<file path="src/off_mesh_text_parser_defines.svh">
// Assertion macros for the OFF mesh text parser.
// Included by the RTL files that carry assertions; no other dependencies.
`ifndef OFF_MESH_TEXT_PARSER_DEFINES_SVH
`define OFF_MESH_TEXT_PARSER_DEFINES_SVH
`ifndef SYNTHESIS
`define OMT_ASSERT_IMP(label, clk, rst, ante, cons) \
   label: assert property (@(posedge clk) disable iff (rst) (ante) |-> (cons)) \
      else $error("off_mesh_text_parser: assertion failed");
`define OMT_ASSERT_NEXT(label, clk, rst, ante, cons) \
   label: assert property (@(posedge clk) disable iff (rst) (ante) |=> (cons)) \
      else $error("off_mesh_text_parser: assertion failed");
`else
`define OMT_ASSERT_IMP(label, clk, rst, ante, cons)
`define OMT_ASSERT_NEXT(label, clk, rst, ante, cons)
`endif
`endif

</file>
<file path="src/omt_pkg.sv">
// Types, character codes and status codes for the OFF mesh text parser.
// No dependencies.
package omt_pkg;
   localparam int MAX_TOKEN_CHARS = 18;
   localparam int COUNT_BITS      = 32;
   localparam int VALUE_BITS      = 60;
   localparam int CHAR_BITS       = 5;

   typedef logic [7:0]            byte_type;
   typedef logic [VALUE_BITS-1:0] value_type;
   typedef logic [COUNT_BITS-1:0] count_type;
   typedef logic [CHAR_BITS-1:0]  char_count_type;
   typedef logic [2:0]            kind_type;
   typedef logic [4:0]            frac_type;
   typedef logic [1:0]            axis_type;
   typedef logic [3:0]            status_type;
   typedef logic [2:0]            phase_type;
   typedef logic [1:0]            mark_type;

   localparam byte_type CH_UPPER_O = 8'h4F;
   localparam byte_type CH_LOWER_O = 8'h6F;
   localparam byte_type CH_UPPER_F = 8'h46;
   localparam byte_type CH_LOWER_F = 8'h66;
   localparam byte_type CH_BAR     = 8'h7C;
   localparam byte_type CH_SPACE   = 8'h20;
   localparam byte_type CH_TAB     = 8'h09;
   localparam byte_type CH_NEWLINE = 8'h0A;
   localparam byte_type CH_POINT   = 8'h2E;
   localparam byte_type CH_ZERO    = 8'h30;
   localparam byte_type CH_NINE    = 8'h39;

   localparam phase_type PH_SEARCH = 3'd0;
   localparam phase_type PH_VCOUNT = 3'd1;
   localparam phase_type PH_FCOUNT = 3'd2;
   localparam phase_type PH_ECOUNT = 3'd3;
   localparam phase_type PH_COORD  = 3'd4;
   localparam phase_type PH_DEGREE = 3'd5;
   localparam phase_type PH_INDEX  = 3'd6;

   localparam mark_type MARK_NONE = 2'd0;
   localparam mark_type MARK_O    = 2'd1;
   localparam mark_type MARK_OF   = 2'd2;

   localparam kind_type KIND_NONE = 3'd6;

   localparam axis_type AXIS_X = 2'd0;
   localparam axis_type AXIS_Z = 2'd2;

   localparam status_type ST_RUNNING    = 4'd0;
   localparam status_type ST_DONE       = 4'd1;
   localparam status_type ST_NO_MARK    = 4'd2;
   localparam status_type ST_BAD_TOKEN  = 4'd3;
   localparam status_type ST_TOO_LONG   = 4'd4;
   localparam status_type ST_LOW_DEGREE = 4'd5;
   localparam status_type ST_INDEX_RANGE = 4'd6;
   localparam status_type ST_TWO_POINTS = 4'd7;
   localparam status_type ST_OVERFLOW   = 4'd8;
endpackage

</file>
<file path="src/omt_req_if.sv">
// Input channel of the OFF mesh text parser: one text character per item.
// Depends on omt_pkg.
interface omt_req_if;
   logic              valid;
   logic              ready;
   omt_pkg::byte_type byte_in;
   logic              end_of_text;

   modport source (output valid, byte_in, end_of_text, input ready);
   modport sink   (input valid, byte_in, end_of_text, output ready);
endinterface

</file>
<file path="src/omt_rsp_if.sv">
// Result channel of the OFF mesh text parser: one token or status per item.
// Depends on omt_pkg.
interface omt_rsp_if;
   logic                valid;
   logic                ready;
   omt_pkg::kind_type   token_kind;
   omt_pkg::value_type  token_value;
   omt_pkg::frac_type   fraction_digits;
   omt_pkg::axis_type   coord_axis;
   omt_pkg::status_type status;

   modport source (output valid, token_kind, token_value, fraction_digits, coord_axis,
                   status, input ready);
   modport sink   (input valid, token_kind, token_value, fraction_digits, coord_axis,
                   status, output ready);
endinterface

</file>
<file path="src/off_mesh_text_parser.sv">
// OFF mesh text parser: one character per item, tokens out as they finish.
// The character passes through an input register, then a result register.
// Throughput: one character per cycle, set by the combinational multiply-by-ten
// add and token checks on the parse state; a stalled result holds the input.
// Reset (synchronous, active high) empties both registers and restarts the
// mark search; end_of_text on a character restarts the search after it.
// Depends on omt_pkg, omt_req_if, omt_rsp_if and the defines header.
`include "off_mesh_text_parser_defines.svh"
module off_mesh_text_parser (
   input  logic         clock,
   input  logic         reset,
   omt_req_if.sink      req_if,
   omt_rsp_if.source    rsp_if
);
   import omt_pkg::*;

   localparam char_count_type CHAR_MAX = CHAR_BITS'(MAX_TOKEN_CHARS);

   logic           in_valid_ff, in_valid_in;
   byte_type       byte_ff;
   logic           eot_ff;
   logic           advance;

   phase_type      phase_ff, phase_in;
   mark_type       mark_ff, mark_in;
   count_type      vertex_total_ff, vertex_total_in;
   count_type      face_total_ff, face_total_in;
   count_type      items_left_ff, items_left_in;
   count_type      indices_left_ff, indices_left_in;
   axis_type       axis_ff, axis_in;
   value_type      acc_ff, acc_in;
   char_count_type char_count_ff, char_count_in;
   frac_type       frac_count_ff, frac_count_in;
   logic           point_ff, point_in;
   logic           finished_ff, finished_in;

   logic           rsp_valid_ff, rsp_valid_in;
   kind_type       kind_ff, kind_in;
   value_type      value_ff, value_in;
   frac_type       frac_ff, frac_in;
   axis_type       raxis_ff, raxis_in;
   status_type     status_ff, status_in;
   logic           have;

   logic           is_o, is_f, is_digit, is_point, is_sep, tok;
   logic           do_complete, over;
   value_type      acc_mul;
   count_type      tok_count, items_dec, indices_dec;

   assign advance      = in_valid_ff && (!rsp_valid_ff || rsp_if.ready);
   assign req_if.ready = !in_valid_ff || advance;

   assign is_o     = (byte_ff == CH_UPPER_O) || (byte_ff == CH_LOWER_O);
   assign is_f     = (byte_ff == CH_UPPER_F) || (byte_ff == CH_LOWER_F);
   assign is_digit = (byte_ff >= CH_ZERO) && (byte_ff <= CH_NINE);
   assign is_point = (byte_ff == CH_POINT);
   assign is_sep   = (byte_ff == CH_SPACE) || (byte_ff == CH_TAB) ||
                     (byte_ff == CH_NEWLINE) || (byte_ff == CH_BAR);
   assign tok      = is_digit || ((phase_ff == PH_COORD) && is_point);
   assign acc_mul  = (acc_ff << 3) + (acc_ff << 1) + VALUE_BITS'(byte_ff[3:0]);
   assign items_dec   = items_left_ff - 1'b1;
   assign indices_dec = indices_left_ff - 1'b1;

   always_comb begin
      phase_in        = phase_ff;
      mark_in         = mark_ff;
      vertex_total_in = vertex_total_ff;
      face_total_in   = face_total_ff;
      items_left_in   = items_left_ff;
      indices_left_in = indices_left_ff;
      axis_in         = axis_ff;
      acc_in          = acc_ff;
      char_count_in   = char_count_ff;
      frac_count_in   = frac_count_ff;
      point_in        = point_ff;
      finished_in     = finished_ff;
      have            = 1'b0;
      kind_in         = KIND_NONE;
      value_in        = '0;
      frac_in         = '0;
      raxis_in        = AXIS_X;
      status_in       = ST_RUNNING;
      do_complete     = 1'b0;
      over            = 1'b0;
      tok_count       = '0;

      if (!finished_ff) begin
         if (phase_ff == PH_SEARCH) begin
            if (mark_ff == MARK_OF && is_f && !eot_ff) begin
               phase_in = PH_VCOUNT;
               mark_in  = MARK_NONE;
            end else if (is_o) begin
               mark_in = MARK_O;
            end else if (mark_ff == MARK_O && is_f) begin
               mark_in = MARK_OF;
            end else begin
               mark_in = MARK_NONE;
            end
            if (eot_ff && phase_in == PH_SEARCH) begin
               have        = 1'b1;
               status_in   = ST_NO_MARK;
               finished_in = 1'b1;
            end
         end else begin
            if (tok) begin
               if (char_count_ff >= CHAR_MAX) begin
                  have        = 1'b1;
                  status_in   = ST_TOO_LONG;
                  finished_in = 1'b1;
               end else if (is_point) begin
                  if (point_ff) begin
                     have        = 1'b1;
                     status_in   = ST_TWO_POINTS;
                     finished_in = 1'b1;
                  end else begin
                     point_in      = 1'b1;
                     char_count_in = char_count_ff + 1'b1;
                  end
               end else begin
                  acc_in        = acc_mul;
                  char_count_in = char_count_ff + 1'b1;
                  if (point_ff) begin
                     frac_count_in = frac_count_ff + 1'b1;
                  end
               end
               do_complete = eot_ff && !finished_in;
            end else begin
               do_complete = (char_count_ff != '0);
            end

            if (do_complete) begin
               // token kind follows phase order, vertex count first
               have      = 1'b1;
               kind_in   = 3'(phase_ff - PH_VCOUNT);
               value_in  = acc_in;
               frac_in   = (phase_ff == PH_COORD) ? frac_count_in : '0;
               raxis_in  = (phase_ff == PH_COORD) ? axis_ff : AXIS_X;
               over      = (acc_in[VALUE_BITS-1:COUNT_BITS] != '0);
               tok_count = acc_in[COUNT_BITS-1:0];
               acc_in        = '0;
               char_count_in = '0;
               frac_count_in = '0;
               point_in      = 1'b0;
               if (phase_ff != PH_COORD && over) begin
                  status_in   = ST_OVERFLOW;
                  finished_in = 1'b1;
               end else begin
                  case (phase_ff)
                     PH_VCOUNT: begin
                        vertex_total_in = tok_count;
                        phase_in        = PH_FCOUNT;
                     end
                     PH_FCOUNT: begin
                        face_total_in = tok_count;
                        phase_in      = PH_ECOUNT;
                     end
                     PH_ECOUNT: begin
                        if (vertex_total_ff == '0) begin
                           status_in   = ST_DONE;
                           finished_in = 1'b1;
                        end else begin
                           items_left_in = vertex_total_ff;
                           axis_in       = AXIS_X;
                           phase_in      = PH_COORD;
                        end
                     end
                     PH_COORD: begin
                        axis_in = axis_ff + 1'b1;
                        if (axis_ff == AXIS_Z) begin
                           axis_in       = AXIS_X;
                           items_left_in = items_dec;
                           if (items_dec == '0) begin
                              if (face_total_ff == '0) begin
                                 status_in   = ST_DONE;
                                 finished_in = 1'b1;
                              end else begin
                                 items_left_in = face_total_ff;
                                 phase_in      = PH_DEGREE;
                              end
                           end
                        end
                     end
                     PH_DEGREE: begin
                        if (tok_count < COUNT_BITS'(3)) begin
                           status_in   = ST_LOW_DEGREE;
                           finished_in = 1'b1;
                        end else begin
                           indices_left_in = tok_count;
                           phase_in        = PH_INDEX;
                        end
                     end
                     PH_INDEX: begin
                        if (tok_count >= vertex_total_ff) begin
                           status_in   = ST_INDEX_RANGE;
                           finished_in = 1'b1;
                        end else begin
                           indices_left_in = indices_dec;
                           if (indices_dec == '0) begin
                              items_left_in = items_dec;
                              if (items_dec == '0) begin
                                 status_in   = ST_DONE;
                                 finished_in = 1'b1;
                              end else begin
                                 phase_in = PH_DEGREE;
                              end
                           end
                        end
                     end
                     default: begin
                        status_in   = ST_BAD_TOKEN;
                        finished_in = 1'b1;
                     end
                  endcase
               end
            end

            if (!finished_in && ((!tok && !is_sep) || eot_ff)) begin
               have        = 1'b1;
               status_in   = ST_BAD_TOKEN;
               finished_in = 1'b1;
            end
         end
      end

      if (eot_ff) begin
         phase_in        = PH_SEARCH;
         mark_in         = MARK_NONE;
         vertex_total_in = '0;
         face_total_in   = '0;
         items_left_in   = '0;
         indices_left_in = '0;
         axis_in         = AXIS_X;
         acc_in          = '0;
         char_count_in   = '0;
         frac_count_in   = '0;
         point_in        = 1'b0;
         finished_in     = 1'b0;
      end
   end

   always_comb begin
      if (req_if.valid && req_if.ready) begin
         in_valid_in = 1'b1;
      end else if (advance) begin
         in_valid_in = 1'b0;
      end else begin
         in_valid_in = in_valid_ff;
      end
      if (advance) begin
         rsp_valid_in = have;
      end else if (rsp_if.ready) begin
         rsp_valid_in = 1'b0;
      end else begin
         rsp_valid_in = rsp_valid_ff;
      end
   end

   always_ff @(posedge clock) begin
      if (reset) begin
         in_valid_ff     <= 1'b0;
         rsp_valid_ff    <= 1'b0;
         phase_ff        <= PH_SEARCH;
         mark_ff         <= MARK_NONE;
         vertex_total_ff <= '0;
         face_total_ff   <= '0;
         items_left_ff   <= '0;
         indices_left_ff <= '0;
         axis_ff         <= AXIS_X;
         acc_ff          <= '0;
         char_count_ff   <= '0;
         frac_count_ff   <= '0;
         point_ff        <= 1'b0;
         finished_ff     <= 1'b0;
      end else begin
         in_valid_ff  <= in_valid_in;
         rsp_valid_ff <= rsp_valid_in;
         if (advance) begin
            phase_ff        <= phase_in;
            mark_ff         <= mark_in;
            vertex_total_ff <= vertex_total_in;
            face_total_ff   <= face_total_in;
            items_left_ff   <= items_left_in;
            indices_left_ff <= indices_left_in;
            axis_ff         <= axis_in;
            acc_ff          <= acc_in;
            char_count_ff   <= char_count_in;
            frac_count_ff   <= frac_count_in;
            point_ff        <= point_in;
            finished_ff     <= finished_in;
         end
      end
   end

   always_ff @(posedge clock) begin
      if (req_if.valid && req_if.ready) begin
         byte_ff <= req_if.byte_in;
         eot_ff  <= req_if.end_of_text;
      end
      if (advance && have) begin
         kind_ff   <= kind_in;
         value_ff  <= value_in;
         frac_ff   <= frac_in;
         raxis_ff  <= raxis_in;
         status_ff <= status_in;
      end
   end

   assign rsp_if.valid           = rsp_valid_ff;
   assign rsp_if.token_kind      = kind_ff;
   assign rsp_if.token_value     = value_ff;
   assign rsp_if.fraction_digits = frac_ff;
   assign rsp_if.coord_axis      = raxis_ff;
   assign rsp_if.status          = status_ff;

   `OMT_ASSERT_IMP(a_status_only_ends, clock, reset, rsp_valid_ff && kind_ff == KIND_NONE, status_ff != ST_RUNNING)
   `OMT_ASSERT_IMP(a_token_length, clock, reset, 1'b1, char_count_ff <= CHAR_MAX)
   `OMT_ASSERT_IMP(a_frac_in_token, clock, reset, 1'b1, frac_count_ff <= char_count_ff)
   `OMT_ASSERT_IMP(a_search_empty, clock, reset, phase_ff == PH_SEARCH, char_count_ff == '0 && !point_ff)
   `OMT_ASSERT_NEXT(a_stall_holds_input, clock, reset, in_valid_ff && rsp_valid_ff && !rsp_if.ready, in_valid_ff)
endmodule
</file>
<file path="src/flat_wrapper.sv">
// flat-port wrapper written by rule: the top's interface ports become plain ports
module off_mesh_text_parser_flat import omt_pkg::*;
  (clock, reset, req_if_valid, req_if_byte_in, req_if_end_of_text, req_if_ready, rsp_if_valid, rsp_if_token_kind, rsp_if_token_value, rsp_if_fraction_digits, rsp_if_coord_axis, rsp_if_status, rsp_if_ready);
  omt_req_if req_if_i ();
  omt_rsp_if rsp_if_i ();
  input  logic clock;
  input  logic reset;
  input wire logic [$bits(req_if_i.valid)-1:0] req_if_valid;
  input wire logic [$bits(req_if_i.byte_in)-1:0] req_if_byte_in;
  input wire logic [$bits(req_if_i.end_of_text)-1:0] req_if_end_of_text;
  output wire logic [$bits(req_if_i.ready)-1:0] req_if_ready;
  output wire logic [$bits(rsp_if_i.valid)-1:0] rsp_if_valid;
  output wire logic [$bits(rsp_if_i.token_kind)-1:0] rsp_if_token_kind;
  output wire logic [$bits(rsp_if_i.token_value)-1:0] rsp_if_token_value;
  output wire logic [$bits(rsp_if_i.fraction_digits)-1:0] rsp_if_fraction_digits;
  output wire logic [$bits(rsp_if_i.coord_axis)-1:0] rsp_if_coord_axis;
  output wire logic [$bits(rsp_if_i.status)-1:0] rsp_if_status;
  input wire logic [$bits(rsp_if_i.ready)-1:0] rsp_if_ready;
  assign req_if_i.valid = req_if_valid;
  assign req_if_i.byte_in = req_if_byte_in;
  assign req_if_i.end_of_text = req_if_end_of_text;
  assign req_if_ready = req_if_i.ready;
  assign rsp_if_valid = rsp_if_i.valid;
  assign rsp_if_token_kind = rsp_if_i.token_kind;
  assign rsp_if_token_value = rsp_if_i.token_value;
  assign rsp_if_fraction_digits = rsp_if_i.fraction_digits;
  assign rsp_if_coord_axis = rsp_if_i.coord_axis;
  assign rsp_if_status = rsp_if_i.status;
  assign rsp_if_i.ready = rsp_if_ready;
  off_mesh_text_parser u_core (.clock(clock), .reset(reset), .req_if(req_if_i), .rsp_if(rsp_if_i));
endmodule
</file>
<file path="config.mk">
export PLATFORM = sky130hd
export DESIGN_NAME = off_mesh_text_parser_flat
export DESIGN_NICKNAME = d
export VERILOG_FILES = /design/src/omt_pkg.sv /design/src/omt_req_if.sv /design/src/omt_rsp_if.sv /design/src/off_mesh_text_parser.sv /design/src/flat_wrapper.sv
export VERILOG_INCLUDE_DIRS = /design/src /design/src/src
export SDC_FILE = /design/constraint.sdc
export NUM_CORES = 1
export LEC_CHECK = 0
export ABC_CLOCK_PERIOD_IN_PS = 8900
export BUFFER_PORTS_ARGS = -buffer_cell sky130_fd_sc_hd__buf_2
export CORE_AREA = 2 2 235 237
export DETAILED_ROUTE_END_ITERATION = 16
export DIE_AREA = 0 0 237 239
export HOLD_SLACK_MARGIN = 0.12
export SLEW_MARGIN = 10
export SYNTH_ARGS = -nofsm -noshare
export SYNTH_HDL_FRONTEND = slang
export SYNTH_SLANG_ARGS = --single-unit
</file>
<file path="constraint.sdc">
create_clock -name clock -period 8.9 [get_ports clock]
set_input_delay 0.89 -clock clock [delete_from_list [all_inputs] [get_ports clock]]
set_output_delay 0.89 -clock clock [all_outputs]
set_load 0.01 [all_outputs]
</file>
==> results.md <==
- Setup repair after global routing left no endpoint under its margin.
- Together, buffers and inverters on the worst path number 2.
- The tightest min-delay check is of the reg -> reg type.
- The initial antenna violation count is 2.
- In this run, distinct cell masters in the synthesized netlist total between 90 and 100.
- The kind of cell with the highest combined delay along the critical path is compound AO/OA/AOI/OAI gates.
- The weighted congestion reported at the end of routability-driven placement is slightly below 1.
- The level count of the clock H-tree is 2.
- The half-perimeter wire length after detailed placement is between 50,000 and 60,000 µm.
- In this run the worst path has a maximum fanout of 32.
- The total routing usage reported by global routing is between 20% and 30%.
- In this run the tightest slew margin relative to its limit is a little under a quarter.
- The switching power share of the total is around a quarter.
- In this run the post-CTS setup repair buffer count came out at 0.
- The worst voltage drop across the vdd grid is 0.000128 V.
- Synthesis produced between 2k and 3k cells.
- The startpoint-to-endpoint class of the critical path is reg -> reg.
- The number of nets in the layout is 2,825.
- The number of DRC violations after detailed routing is 0.
- The area taken by flip-flops and latches is about 0.0067 mm².
- After layout, the worst path uses between 70% and 80% of the clock period.
- The sequential cell area fraction in the yosys report is 31.0%.
- The largest single stage delay on the critical path is roughly 0.6 ns.
- For this run, the number of Yosys warnings is 0.
- In this run the vertical extent of the chip is 239 µm.
- The post-synthesis average cell area is around 8 µm².
- The worst path in the final design needs a cycle of around 7.1 ns, including I/O delays and setup.
- The number of sinks driven by the clock tree is around 290.
- After layout, the design draws a total of slightly above 3 mW.
- The area used by multi-input combinational logic is 0.0139 mm².
- The latest clock arrival within the worst-skew pair is 0.57 ns.
- Detailed routing inserted a total of 20.6k vias.
- The first-pass iteration count of the detailed router is 5.
- The tool flagged a number of max-cap violations equal to 0.
- The total wire length after detailed routing is about 76,000 µm.
- Pin placement for this block handled between 80 and 90 I/O pins.
- The cell at the root of the clock tree is sky130_fd_sc_hd__clkbuf_16.
- The data required time at the worst endpoint is 9.34 ns.
- Clock tree synthesis inserted a total of 36 buffers.
- The total of fill cells in the finished design is 5,432.
- The data arrival time at the worst-slack endpoint is 7.50 ns.
- The power density relative to cell area is between 100 and 150 mW/mm².
- The part of the power in registers is 45.7%.
- The share of total power dissipated in the clock network is between 50% and 60%.
- The horizontal extent of the die is 237 µm.
- In this run, synthesis inferred 83 flip-flops with an integrated enable.
- For this design, the CTS-stage hold fixing added 0 buffers.
- Entering global routing, the biggest net connects 96 pins.
- The detailed router finished its first iteration with approximately 2k violations.
- TritonCTS built the clock tree.
- Summed over all layers, the global routing overflow is 0.
- The average vias per placed instance is 6.10.
- The endpoint type of the worst setup path is a flip-flop.
- For this design, the slowest cell found on the critical path is sky130_fd_sc_hd__o21ai_0.
- The initial utilization of the core area, before any placement, comes to about two fifths.
- The clock transition at the register clock pins on the worst setup and hold paths after CTS is roughly 0.060 ns.
- The clock passes through at most 3 buffers.
- The initialized floorplan defines 86 standard-cell rows.
- The internal power of the cells totals between 2 and 2.5 mW.
- The count of final setup violators is 0.
- The post-layout worst setup margin is between 1.5 and 2 ns.
- The full die area is approximately 0.057 mm².
- The commonest register cell after synthesis is sky130_fd_sc_hd__dfxtp_1.
- The worst slack at placement is between 1.5 and 2 ns.
- The worst clock skew is 0.0138 ns.
- The post-route antenna net violation count is 0.
- In the layout the commonest cells are sky130_fd_sc_hd__nand2_1, sky130_fd_sc_hd__nor2_1, sky130_fd_sc_hd__dfxtp_1, sky130_fd_sc_hd__a21oi_1, sky130_fd_sc_hd__ha_1.
- The first-pass GRT wire length is 115,000 µm.
- Combinational cells account for 4.0% of the total power.
- The number of max-slew violations in the final report was 0.
- The analysis attributes to net switching a power of between 0.7 and 0.8 mW.
- The final hold violation count was 0.
- The critical path launch point type is a flip-flop.
- The library cell used most frequently in the layout, excluding fill and tap cells, is sky130_fd_sc_hd__nand2_1.
- The share of synthesized flip-flops with an asynchronous set or reset is 0%.
- The flow ran to the end, and the final reports show no timing, DRC or antenna violations.
- Input and output buffers added on the ports amount to a little under 90.
- The summed instance area of the synthesized netlist is ~0.022 mm².
- The total core area is between 0.05 and 0.06 mm².
- The register bit count reported by yosys is approximately 290.
- The number of nets produced by synthesis is about 2.8k.
- The leakage power is 9.73 nW.
- The number of global-route vias before repair is 19.5k.
- For this run, the top clock speed supported by timing is ~140 MHz.
- The share of final-layout standard cells stronger than drive strength 1 is ~8.6%.
- At the pin with the least slew margin, the transition time is between 1 and 1.5 ns.
- From synthesis to final layout, the design area changed by 10.0%.
- The setup TNS after final layout is 0 ns.
- The routed length per instance is about 22 µm.
- Gates resized during post-CTS repair numbered 0.
==> path summary, 6_finish.rpt <==
check,slack (ns),depth (start not counted),startpoint,end
worst max register to register,1.84,25,u_core.byte_ff[3],u_core.items_left_ff[12]
worst min register to register,0.47,2,u_core.mark_ff[1],u_core.mark_ff[1]
worst min-delay path,0.47,2,u_core.mark_ff[1],u_core.mark_ff[1]
worst max-delay path,1.84,25,u_core.byte_ff[3],u_core.items_left_ff[12]
==> layout make-up <==
| cell class | count | share of cell area [%] |
|---|---|---|
| multi-input combinational | 2113 | 58.6 |
| sequential | 292 | 28.2 |
| clock buffer | 51 | 4.30 |
| tap | 704 | 3.72 |
| timing repair buffer | 123 | 2.98 |
| inverter | 85 | 1.35 |
| clock inverter | 14 | 0.772 |
| antenna | 3 | 0.0317 |
==> synthesized netlist by cell type (23+ instances only) <==
cell | instances | area [µm²]
sky130_fd_sc_hd__nand4_1 | 61 | 382
sky130_fd_sc_hd__clkbuf_1 | 124 | 465
sky130_fd_sc_hd__dfxtp_1 | 209 | 4180
sky130_fd_sc_hd__nand3_1 | 61 | 305
sky130_fd_sc_hd__o211ai_1 | 54 | 405
sky130_fd_sc_hd__nor4_1 | 46 | 288
sky130_fd_sc_hd__nor3_1 | 75 | 375
sky130_fd_sc_hd__mux2i_1 | 129 | 1290
sky130_fd_sc_hd__o21ai_0 | 91 | 455
sky130_fd_sc_hd__ha_1 | 159 | 1990
sky130_fd_sc_hd__or3_1 | 25 | 156
sky130_fd_sc_hd__nand2b_1 | 100 | 626
sky130_fd_sc_hd__a21oi_1 | 178 | 891
sky130_fd_sc_hd__and2_1 | 39 | 244
sky130_fd_sc_hd__nand2_1 | 306 | 1150
sky130_fd_sc_hd__xor2_1 | 26 | 228
sky130_fd_sc_hd__a22oi_1 | 44 | 330
sky130_fd_sc_hd__nor2_1 | 270 | 1010
sky130_fd_sc_hd__inv_1 | 84 | 315
sky130_fd_sc_hd__and3_1 | 31 | 194
sky130_fd_sc_hd__a211oi_1 | 35 | 263
sky130_fd_sc_hd__buf_2 | 23 | 115
sky130_fd_sc_hd__xnor2_1 | 58 | 508
sky130_fd_sc_hd__edfxtp_1 | 83 | 2490
==> per-stage QoR <==
stage / util [%] / hold slack, ns / instance area [µm²] / cells
finish: 43.5 / 0.471 / 23700 / 3385
global route: 43.5 / 0.493 / 23700 / 3384
CTS: 43.5 / 0.477 / 23700 / 3382
detailed placement: 41.3 / 0.469 / 22500 / 3317
global placement: 41.3 / 0.453 / 22500 / 3317
floorplan: - / 0.440 / 21500 / 2659
==> power by group through the flow <==
stage          sequential [mW]  combinational (mW)  clock [mW]
6_report                  1.38               0.122        1.52
3_5_place_dp              1.41               0.121           0
4_1_cts                   1.38               0.121        1.55
3_3_place_gp              1.41               0.119           0
5_1_grt                   1.38               0.130        1.59
2_1_floorplan             1.42              0.0740           0
==> worst min-delay path, stage by stage, from the launching register on <==
cell and delay, ns:
sky130_fd_sc_hd__dfxtp_1 0.32, sky130_fd_sc_hd__nand2_1 0.05, sky130_fd_sc_hd__a21oi_1 0.05
==> cell families after synthesis <==
group | Yosys count | share of synthesized area (%)
and+or+nand+nor | 1104 | 25.3
buffers and inverters | 254 | 4.81
muxes | 143 | 6.84
xor gates and xnor gates | 84 | 3.42
AOI/OAI and AO/OA | 621 | 19.2
adders and majority gates | 161 | 9.44
DFF | 292 | 31.0
==> per-layer routing <==
metal	track usage (%)	up-vias	share of wire (%)
met4	8.48	0	2.7
met5	0	-	0
met2	41.2	854	44
li1	-	9677	-
met3	4.70	113	8.1
met1	35.7	9990	45
==> state kept, by name (all words and copies together) (netlist names), 3 cells and up <==
register / cells
u_core.indices_left_ff: 32
u_core.rsp_if.token_value: 60
u_core.char_count_ff: 5
u_core.byte_ff: 8
u_core.rsp_if.status: 4
u_core.rsp_if.fraction_digits: 5
u_core.frac_count_ff: 5
u_core.items_left_ff: 32
u_core.face_total_ff: 32
u_core.rsp_if.token_kind: 3
u_core.vertex_total_ff: 32
u_core.phase_ff: 3
u_core.acc_ff: 60
(Power assumes the default switching activity.)
